### src/hw/rtl/dsce_pkg.sv
// shared types and constants of the dot stuffing crlf encoder
package dsce_pkg;

    localparam logic [7:0] CH_LF  = 8'h0A;
    localparam logic [7:0] CH_CR  = 8'h0D;
    localparam logic [7:0] CH_DOT = 8'h2E;

    localparam int LIMIT_W         = 30;
    localparam int MAX_RESULTS     = 4;
    localparam int IDX_W           = $clog2(MAX_RESULTS);
    localparam int QUEUE_DEPTH_DEF = 2;

    typedef enum logic [0:0] {
        REG_LIMIT_ENABLE    = 1'b0,
        REG_BODY_LINE_LIMIT = 1'b1
    } reg_index_t;

    typedef struct packed {
        logic               limit_enable;
        logic [LIMIT_W-1:0] body_line_limit;
    } cfg_t;

    typedef struct packed {
        logic [MAX_RESULTS-1:0][7:0] byte_vec;
        logic [IDX_W-1:0]            last_idx;
        logic                        done;
    } cmd_t;

    typedef struct packed {
        logic at_line_start;
        logic stopped;
    } front_status_t;

endpackage

### src/hw/rtl/dot_stuffing_crlf_encoder.sv
// top level of the dot stuffing crlf encoder
// Encodes a stored mail message for a multi-line reply: every LF leaves as CR LF, a dot that
// opens a line leaves doubled, and a message that ends inside a line gets a closing CR LF.
// With limit_enable set, the output stops after the header separator line plus
// body_line_limit body lines; later input words are taken and dropped until the message's
// last word. Each input word before a stop gives one to four output words, a dropped word
// gives none. The front takes one input word per cycle whenever the command queue
// (QUEUE_DEPTH entries) has room, and the back sends one output word per cycle while the
// queue holds a command and m_tready is high, so the sustained rate is set by the output
// port. No clearing pass follows reset. Write registers only while the block is idle.
module dot_stuffing_crlf_encoder
    import dsce_pkg::*;
#(
    parameter int QUEUE_DEPTH = QUEUE_DEPTH_DEF
) (
    input  logic               clk,
    input  logic               rst_n,
    input  logic               cfg_valid,
    output logic               cfg_ready,
    input  logic               cfg_index,
    input  logic [LIMIT_W-1:0] cfg_data,
    input  logic               s_tvalid,
    output logic               s_tready,
    input  logic [7:0]         s_tdata,  // data_byte
    input  logic               s_tlast,  // last_byte
    output logic               m_tvalid,
    input  logic               m_tready,
    output logic [7:0]         m_tdata,  // out_byte
    output logic               m_tlast,  // last_of_run
    output logic               m_tuser   // message_done
);

    cfg_t          cfg_reg;
    cfg_t          cfg_next;
    front_status_t front_st;
    cmd_t          push_cmd;
    cmd_t          head_cmd;
    logic          push;
    logic          pop;
    logic          not_empty;
    logic          not_full;
    logic          s_accept;

    assign cfg_ready = 1'b1;
    assign s_tready  = not_full;
    assign s_accept  = s_tvalid && s_tready;

    always_comb
    begin
        cfg_next = cfg_reg;
        if (cfg_valid)
        begin
            case (reg_index_t'(cfg_index))
                REG_LIMIT_ENABLE:    cfg_next.limit_enable    = cfg_data[0];
                REG_BODY_LINE_LIMIT: cfg_next.body_line_limit = cfg_data;
                default:             cfg_next = cfg_reg;
            endcase
        end
    end

    always_ff @(posedge clk or negedge rst_n)
    begin
        if (!rst_n)
        begin
            cfg_reg <= '0;
        end
        else
        begin
            cfg_reg <= cfg_next;
        end
    end

    dsce_front u_front (
        .clk       (clk),
        .rst_n     (rst_n),
        .cfg       (cfg_reg),
        .accept    (s_accept),
        .data_byte (s_tdata),
        .last_byte (s_tlast),
        .push      (push),
        .push_cmd  (push_cmd),
        .status    (front_st)
    );

    dsce_queue #(
        .DEPTH (QUEUE_DEPTH)
    ) u_queue (
        .clk       (clk),
        .rst_n     (rst_n),
        .push      (push),
        .push_cmd  (push_cmd),
        .pop       (pop),
        .head_cmd  (head_cmd),
        .not_empty (not_empty),
        .not_full  (not_full)
    );

    dsce_back u_back (
        .clk       (clk),
        .rst_n     (rst_n),
        .head_cmd  (head_cmd),
        .not_empty (not_empty),
        .pop       (pop),
        .m_tvalid  (m_tvalid),
        .m_tready  (m_tready),
        .m_tdata   (m_tdata),
        .m_tlast   (m_tlast),
        .m_tuser   (m_tuser)
    );

    // message end always closes the run of output words
    assert property (@(posedge clk) disable iff (!rst_n)
        m_tvalid && m_tuser |-> m_tlast)
        else $error("message_done without last_of_run");

    // the last word of a message returns the front to a fresh line, not stopped
    assert property (@(posedge clk) disable iff (!rst_n)
        s_accept && s_tlast |=> front_st.at_line_start && !front_st.stopped)
        else $error("front state not cleared after message end");

    // a stopped front never queues commands
    assert property (@(posedge clk) disable iff (!rst_n)
        front_st.stopped |-> !push)
        else $error("command queued while stopped");

endmodule

### src/hw/rtl/dsce_queue.sv
// short command queue between the front and back parts
module dsce_queue
    import dsce_pkg::*;
#(
    parameter int DEPTH = QUEUE_DEPTH_DEF
) (
    input  logic clk,
    input  logic rst_n,
    input  logic push,
    input  cmd_t push_cmd,
    input  logic pop,
    output cmd_t head_cmd,
    output logic not_empty,
    output logic not_full
);

    localparam int AW = (DEPTH > 1) ? $clog2(DEPTH) : 1;

    cmd_t          entry_reg [DEPTH];
    logic [AW-1:0] wr_ptr_reg;
    logic [AW-1:0] wr_ptr_next;
    logic [AW-1:0] rd_ptr_reg;
    logic [AW-1:0] rd_ptr_next;
    logic [AW:0]   count_reg;
    logic [AW:0]   count_next;

    assign not_empty = (count_reg != '0);
    assign not_full  = (count_reg != (AW+1)'(DEPTH));
    assign head_cmd  = entry_reg[rd_ptr_reg];

    always_comb
    begin
        wr_ptr_next = wr_ptr_reg;
        rd_ptr_next = rd_ptr_reg;
        count_next  = count_reg;
        if (push)
        begin
            wr_ptr_next = (wr_ptr_reg == AW'(DEPTH - 1)) ? '0 : wr_ptr_reg + 1'b1;
        end
        if (pop)
        begin
            rd_ptr_next = (rd_ptr_reg == AW'(DEPTH - 1)) ? '0 : rd_ptr_reg + 1'b1;
        end
        if (push && !pop)
        begin
            count_next = count_reg + 1'b1;
        end
        else if (pop && !push)
        begin
            count_next = count_reg - 1'b1;
        end
    end

    always_ff @(posedge clk or negedge rst_n)
    begin
        if (!rst_n)
        begin
            wr_ptr_reg <= '0;
            rd_ptr_reg <= '0;
            count_reg  <= '0;
        end
        else
        begin
            wr_ptr_reg <= wr_ptr_next;
            rd_ptr_reg <= rd_ptr_next;
            count_reg  <= count_next;
        end
    end

    always_ff @(posedge clk)
    begin
        if (push)
        begin
            entry_reg[wr_ptr_reg] <= push_cmd;
        end
    end

endmodule

### src/hw/rtl/dsce_front.sv
// front part: takes message bytes, tracks lines and builds output commands
module dsce_front
    import dsce_pkg::*;
(
    input  logic          clk,
    input  logic          rst_n,
    input  cfg_t          cfg,
    input  logic          accept,
    input  logic [7:0]    data_byte,
    input  logic          last_byte,
    output logic          push,
    output cmd_t          push_cmd,
    output front_status_t status
);

    logic               at_line_start_reg;
    logic               at_line_start_next;
    logic               in_body_reg;
    logic               in_body_next;
    logic [LIMIT_W-1:0] lines_left_reg;
    logic [LIMIT_W-1:0] lines_left_next;
    logic               stopped_reg;
    logic               stopped_next;

    logic               is_lf;
    logic               add_dot;
    logic               stop_now;
    logic [LIMIT_W-1:0] lines_dec;

    assign status.at_line_start = at_line_start_reg;
    assign status.stopped       = stopped_reg;

    assign is_lf     = (data_byte == CH_LF);
    assign add_dot   = (data_byte == CH_DOT) && at_line_start_reg;
    assign lines_dec = (lines_left_reg != '0) ? lines_left_reg - 1'b1 : '0;

    // line counting and stop decision
    always_comb
    begin
        in_body_next    = in_body_reg;
        lines_left_next = lines_left_reg;
        stop_now        = 1'b0;
        if (is_lf)
        begin
            if (!in_body_reg)
            begin
                if (at_line_start_reg)
                begin
                    in_body_next    = 1'b1;
                    lines_left_next = cfg.body_line_limit;
                    stop_now        = cfg.limit_enable && (cfg.body_line_limit == '0);
                end
            end
            else if (cfg.limit_enable)
            begin
                lines_left_next = lines_dec;
                stop_now        = (lines_dec == '0);
            end
        end
    end

    // command for the back part
    always_comb
    begin
        push_cmd.byte_vec = '0;
        push_cmd.last_idx = '0;
        push_cmd.done     = stop_now || last_byte;
        if (is_lf)
        begin
            push_cmd.byte_vec[0] = CH_CR;
            push_cmd.byte_vec[1] = CH_LF;
            push_cmd.last_idx    = IDX_W'(1);
        end
        else if (add_dot)
        begin
            push_cmd.byte_vec[0] = CH_DOT;
            push_cmd.byte_vec[1] = data_byte;
            push_cmd.byte_vec[2] = CH_CR;
            push_cmd.byte_vec[3] = CH_LF;
            push_cmd.last_idx    = last_byte ? IDX_W'(3) : IDX_W'(1);
        end
        else
        begin
            push_cmd.byte_vec[0] = data_byte;
            push_cmd.byte_vec[1] = CH_CR;
            push_cmd.byte_vec[2] = CH_LF;
            push_cmd.last_idx    = last_byte ? IDX_W'(2) : IDX_W'(0);
        end
    end

    assign push = accept && !stopped_reg;

    always_comb
    begin
        at_line_start_next = at_line_start_reg;
        stopped_next       = stopped_reg;
        if (accept)
        begin
            if (last_byte)
            begin
                at_line_start_next = 1'b1;
                stopped_next       = 1'b0;
            end
            else if (!stopped_reg)
            begin
                at_line_start_next = is_lf;
                stopped_next       = stop_now;
            end
        end
    end

    always_ff @(posedge clk or negedge rst_n)
    begin
        if (!rst_n)
        begin
            at_line_start_reg <= 1'b1;
            in_body_reg       <= 1'b0;
            lines_left_reg    <= '0;
            stopped_reg       <= 1'b0;
        end
        else
        begin
            at_line_start_reg <= at_line_start_next;
            stopped_reg       <= stopped_next;
            if (accept && (last_byte || !stopped_reg))
            begin
                in_body_reg    <= last_byte ? 1'b0 : in_body_next;
                lines_left_reg <= last_byte ? '0 : lines_left_next;
            end
        end
    end

endmodule

### src/hw/rtl/dsce_back.sv
// back part: steps through the bytes of each queued command
module dsce_back
    import dsce_pkg::*;
(
    input  logic       clk,
    input  logic       rst_n,
    input  cmd_t       head_cmd,
    input  logic       not_empty,
    output logic       pop,
    output logic       m_tvalid,
    input  logic       m_tready,
    output logic [7:0] m_tdata,
    output logic       m_tlast,
    output logic       m_tuser
);

    logic [IDX_W-1:0] idx_reg;
    logic [IDX_W-1:0] idx_next;
    logic             at_end;

    assign at_end   = (idx_reg == head_cmd.last_idx);
    assign m_tvalid = not_empty;
    assign m_tdata  = head_cmd.byte_vec[idx_reg];
    assign m_tlast  = at_end;
    assign m_tuser  = at_end && head_cmd.done;
    assign pop      = not_empty && m_tready && at_end;

    always_comb
    begin
        idx_next = idx_reg;
        if (not_empty && m_tready)
        begin
            idx_next = at_end ? '0 : idx_reg + 1'b1;
        end
    end

    always_ff @(posedge clk or negedge rst_n)
    begin
        if (!rst_n)
        begin
            idx_reg <= '0;
        end
        else
        begin
            idx_reg <= idx_next;
        end
    end

endmodule

### config.mk
export PLATFORM = sky130hd
export DESIGN_NAME = dot_stuffing_crlf_encoder
export DESIGN_NICKNAME = d
export VERILOG_FILES = /design/src/hw/rtl/dsce_pkg.sv /design/src/hw/rtl/dot_stuffing_crlf_encoder.sv /design/src/hw/rtl/dsce_queue.sv /design/src/hw/rtl/dsce_front.sv /design/src/hw/rtl/dsce_back.sv
export SDC_FILE = /design/constraint.sdc
export NUM_CORES = 1
export LEC_CHECK = 0
export ABC_AREA = 1
export BUFFER_PORTS_ARGS = -buffer_cell sky130_fd_sc_hd__buf_2
export CAP_MARGIN = 10
export CORE_MARGIN = 2
export CORE_UTILIZATION = 32
export DETAILED_ROUTE_END_ITERATION = 8
export PLACE_DENSITY = 0.5
export REMOVE_ABC_BUFFERS = 1
export SLEW_MARGIN = 25
export SYNTH_ARGS = -nofsm -noshare
export SYNTH_HDL_FRONTEND = slang
export SYNTH_HIERARCHICAL = 1
export SYNTH_SLANG_ARGS = --single-unit
### constraint.sdc
create_clock -name clk -period 7 [get_ports clk]
set_input_delay 1.4 -clock clk [delete_from_list [all_inputs] [get_ports clk]]
set_output_delay 1.4 -clock clk [all_outputs]
set_load 0.01 [all_outputs]
* After elaboration in Yosys (flattened, before gate mapping)
Memories as Yosys holds them, arrays and structs flattened. Cells that the tools add are included.
Operators by class: $add $sub $neg 6, magnitude comparators 1, equal/unequal tests 6, multiplexer cells 33, bitwise gates (word level) 1, reduce and logical (&&, ||, !) cells 27
Operator list (count):
- $mux 30 | 6
- $logic_not 30->1 | 2
- $reduce_bool 30->1 | 1
- $sub 30x1->30 const B | 1
- $mux 21 | 1
- $mux 18 | 1
- $bmux 8 s2 | 1
- $mux 1 | 16
- $mux 12 | 1
- $logic_and 1x1->1 | 10
- $mux 2 | 5
- $eq 8x4->1 const B | 1
- $eq 8x6->1 const B | 1
- $mux 8 | 1
- $reduce_and 2->1 | 4
- $reduce_bool 2->1 | 3
- $add 2x1->2 const B | 2
- $mux 4 | 1
- $ne 2x2->1 const B | 2
- $reduce_and 4->1 | 1
- $logic_not 1->1 | 3
- $lt 2x3->1 const B | 1
- $ne 3x3->1 const B | 1
- $reduce_bool 3->1 | 1
- other kinds (5) | 7
Word-level totals: register bits 70, memory bits (writable) 62, bits of input ports 45, output and inout bits 13, logic and storage cells 85, memories kept 1
Memories:
- u_queue.entry_reg | words 2, width 31, read ports 1, clocked after Yosys merged registers in 0, write ports 1, RTL line dsce_queue.sv:19 | cmd_t entry_reg [DEPTH];

* Logic depth before layout (Yosys ltp)
word-level depth 8, gate-level depth with buffers 17, depth with buffers taken out 16

* Modules after synthesis
Netlist, hierarchy kept.
By module, submodules not included:
- dsce_front | times used 1, cells each 492, area an instance 3049.2 µm², sequential area each 827.0 µm²
- dsce_queue | times used 1, cells each 134, area an instance 2882.8 µm², sequential area each 2202.1 µm²
- dot_stuffing_crlf_encoder | times used 1, cells each 141, area an instance 1251.2 µm², sequential area each 775.7 µm²
- dsce_back | times used 1, cells each 84, area an instance 456.7 µm², sequential area each 50.0 µm²

* Least setup slack after synthesis
No wires, ideal clock.
path kind input to register, from in s_tvalid, to mem u_queue/entry_reg[0][0] in the netlist's numbering, enable pin, setup time 0.427 ns, data arrival time 3.393 ns, data required time 6.573 ns, path slack 3.180 ns, stages on the path 6, path buffers 0, path through nand2_1 > inv_1 > inv_1 > nor2_1 > inv_1 > nor2_1
On the way: longest elaborated chain between the ends 4
RTL lines:
- start, declared | RTL line dot_stuffing_crlf_encoder.sv:22 | input logic s_tvalid,
- $logic_and 1x1->1 | RTL line dot_stuffing_crlf_encoder.sv:46 | assign s_accept = s_tvalid && s_tready;
- net s_accept | RTL line dot_stuffing_crlf_encoder.sv:42 | logic s_accept;
- $logic_and 1x1->1 | RTL line dsce_front.sv:91 | assign push = accept && !stopped_reg;
- net push | RTL line dot_stuffing_crlf_encoder.sv:38 | logic push;
- $mux 1 | RTL line dsce_queue.sv:72 | if (push)
- $mux 1 (implied by the code) | RTL line dsce_queue.sv:74 | entry_reg[wr_ptr_reg] <= push_cmd;
- end, declared | RTL line dsce_queue.sv:19
The timed path passes the listed nets, and every way through them passes these cells.

==> impl_table.tex <==
\begin{tabular}{lr}
\hline
Metric & Value \\
\hline
\multicolumn{2}{l}{\textbf{Run status}} \\
\quad Result of the run & completed \\
\multicolumn{2}{l}{\textbf{Yosys}} \\
\quad Post-Synthesis Cell Area & between 7000 and 8000 um\^{}2 \\
\quad Mean cell area of the mapped netlist & around 9.0 um\^{}2 \\
\quad Number of warnings printed during yosys synthesis & 6 \\
\quad Count of mapped cells out of synthesis & roughly 850 \\
\multicolumn{2}{l}{\textbf{CTS}} \\
\quad Clock transition at the registers of the reported paths & $\sim$0.060 ns \\
\quad Number of H-tree branching levels & 4 \\
\quad CTS Root Cell & clkbuf\_16 \\
\quad Post\_cts resized & 0 \\
\quad Worst skew pair latency & $\sim$0.42 ns \\
\quad Post-CTS setup buffer count & 0 \\
\quad Total clock buffers created by CTS & 17 \\
\quad Number of hold buffers added after cts & 0 \\
\quad Maximum clock insertion buffer count & 2 \\
\quad Clock Sink Count & 140 \\
\quad CTS tree & done \\
\multicolumn{2}{l}{\textbf{Timing}} \\
\quad Final hold viol count & 0 \\
\quad Fin crit share & between 50\% and 60\% \\
\quad Rel. slew slack & 56.11\% \\
\quad Maximum clock frequency & approximately 280 MHz \\
\quad Setup TNS Final & 0 ns \\
\quad Setup repair after global routing missed its margin & no \\
\quad Slew @ Worst Pin & 0.6561 ns \\
\quad Skew final & 0.01214 ns \\
\quad Number of pins with negative max-slew slack in the final report & 0 \\
\quad Min Tclk post-route & between 3 and 4 ns \\
\quad Final setup violation count & 0 \\
\quad Worst Hold Margin & 0.4934 ns \\
\multicolumn{2}{l}{\textbf{Worst setup path}} \\
\quad Biggest fanout along the worst timing path & 36 \\
\quad Slowest stage cell, crit path & buf\_4 \\
\quad Type of the setup path with the least slack & flip-flop to output pin \\
\quad End of the worst register-to-register path & u\_queue/entry\_reg[1][0] \\
\quad CP cell instances & buf\_4, mux2\_4, inv\_1, nand2\_1, nand2\_1, nand2\_1, nor2\_1, buf\_2 \\
\quad R2r startpoint & u\_front/lines\_left\_reg[0] \\
\quad R2R setup slack & $\sim$4 ns \\
\quad Cell seen most often among critical-path stages & nand2\_1 \\
\quad Critical path arrival & roughly 2.2 ns \\
\quad Count of cells along the worst register-to-register path & 16 \\
\quad Type of origin of the critical path & flip-flop \\
\quad Sort of element at the end of the critical path & output pin \\
\quad Required arrival time at the worst endpoint & 5.60 ns \\
\quad Max incr delay on CP & 0.52 ns \\
\multicolumn{2}{l}{\textbf{Power}} \\
\quad Power per cell area & around 330 nW/um\^{}2 \\
\quad Cell internal power dissipation & approximately 0.0019 W \\
\quad Leakage & about 4.0 nW \\
\quad Clock group share of total power & $\sim$34\% \\
\quad Share of total power consumed by net switching & 32.52\% \\
\quad Power share of the sequential group & 38.0\% \\
\quad Maximum vdd ir drop & $\sim$0.15 mV \\
\quad Share of power burned in combinational logic & $\sim$28\% \\
\quad P\_sw & about 0.00092 W \\
\quad Overall power of the completed layout & $\sim$0.0028 W \\
\multicolumn{2}{l}{\textbf{Drt}} \\
\quad Mean number of vias per cell & about 4.7 \\
\quad Routed via count & roughly 5800 \\
\quad Count of antenna-violating nets left after detailed routing & 0 \\
\quad Remaining design rule violation count & 0 \\
\quad DR pass1 iterations & 5 \\
\quad Drt total wl & around 18 mm \\
\quad DRT iter0 DRCs & about 510 \\
\quad Drt wl/cell & 14.59 um \\
\multicolumn{2}{l}{\textbf{Placement}} \\
\quad Total instance count after detailed placement & $\sim$1200 \\
\quad Placer's final routability congestion estimate & a little under 0.9 \\
\quad Sum of net half-perimeters after detailed placement & roughly 12 mm \\
\quad Number of buffers inserted by port buffering & 56 \\
\multicolumn{2}{l}{\textbf{Cells and area}} \\
\quad Post-Layout Cell Count & 1221 \\
\quad Ratio of cells with drive above 1 in the final layout & 18.96\% \\
\quad Final Net Count & 936 \\
\quad Final Core Density & a little under two fifths \\
\quad Growth of design area from synthesis to finish & 13.96\% \\
\quad Diodes inserted & 0 \\
\quad Max reg flops & 70 \\
\multicolumn{2}{l}{\textbf{Floorplanning}} \\
\quad Die Width & approximately 160 um \\
\quad Die area & 25080 um\^{}2 \\
\quad Number of ports placed on the die boundary & 58 \\
\quad Initial cell density of the core & approximately a third \\
\quad Number of rows created at floorplan & 56 \\
\quad Core region area & 23400 um\^{}2 \\
\quad Vertical extent of the die & $\sim$160 um \\
\multicolumn{2}{l}{\textbf{Min path}} \\
\quad Worst hold start & cfg\_reg[0] \\
\quad Min-Delay Path Class & flip-flop to flip-flop \\
\quad Endpoint with the worst hold slack & cfg\_reg[0] \\
\quad Number of stages on the worst hold path & 2 \\
\multicolumn{2}{l}{\textbf{Flow run}} \\
\quad MaxCap Viol Count & 0 \\
\multicolumn{2}{l}{\textbf{Global routing}} \\
\quad Number of global-route vias before repair & $\sim$5500 \\
\quad Global-route wire length before repair & roughly 29 mm \\
\quad Number of antenna violations at the first check in global routing & 0 \\
\quad GR Overflow Total & 0 \\
\quad Pin count of the biggest net entering global routing & a little over 70 \\
\quad Global-route total usage across every layer & roughly 15\% \\
\hline
\end{tabular}
## power by group through the flow
stage	sequential, W	clock [W]	combinational (W)
finish	0.00108	0.000957	0.000806
global route	0.00110	0.00102	0.000905
CTS	0.00108	0.000984	0.000808
detailed placement	0.00110	0	0.000806
global placement	0.00110	0	0.000805
floorplan	0.00112	0	0.000528
## through the flow
step                      instance area, um^2  setup slack [ns]
after floorplan                          7253             3.180
after global placement                   8009             3.614
after detailed placement                 8009             3.596
after CTS                                8632             3.372
after global routing                     8690             3.220
final                                    8690             3.412
## how the worst max path moves through the flow
| stage | startpoint | endpoint | slack (ns) | depth (start not counted) |
|---|---|---|---|---|
| 2_1_floorplan | s_tvalid | u_queue/entry_reg[0][0] | 3.18 | 6 |
| 3_3_place_gp | s_tvalid | u_queue/entry_reg[0][26] | 3.61 | 7 |
| 3_5_place_dp | s_tvalid | u_queue/entry_reg[0][34] | 3.60 | 7 |
| 4_1_cts | u_queue/rd_ptr_reg | m_tuser | 3.37 | 8 |
| 5_1_grt | u_queue/rd_ptr_reg | m_tdata[1] | 3.22 | 7 |
| 6_report | u_queue/rd_ptr_reg | m_tuser | 3.41 | 8 |
## final cells by class
cell class / count / area [um^2]
repair buffers: 66 / 395.4
inverters: 80 / 300.3
multi-input cells: 584 / 3115
well taps: 319 / 399.1
fillers: 2479 / 14710
clock buffers: 17 / 425.4
flip-flops and latches: 140 / 3856
clock inverters: 15 / 197.7
## layer usage
layer	track usage, %	up-vias	routed length, um
met2	24.29	151	8235
li1	-	2901	-
met4	4.505	0	235
met5	0	-	0
met3	3.157	18	742
met1	20.59	2685	8601
## worst max-delay path: cells and delay by family, from the launching register on
kind                   cells  cell delay, ns
buffers and inverters      3            0.70
multiplexers               1            0.36
AND/OR/NAND/NOR            4            0.35
flip-flops                 1            0.34
## layout by cell type, fill, tap and decap left out, types with 7 or more instances in the layout
cell type,instances
buf_2,56
o211ai_1,11
o21ai_0,44
inv_6,7
o22ai_1,18
buf_4,8
edfxtp_1,70
nor2_1,92
conb_1,15
nand4_1,12
dfrtp_1,68
clkbuf_16,17
nand3_1,74
mux2_4,29
inv_1,74
nor4_1,7
nand2_1,199
a21oi_1,14
o21ai_1,14
Power figures use the tool's default switching activity.
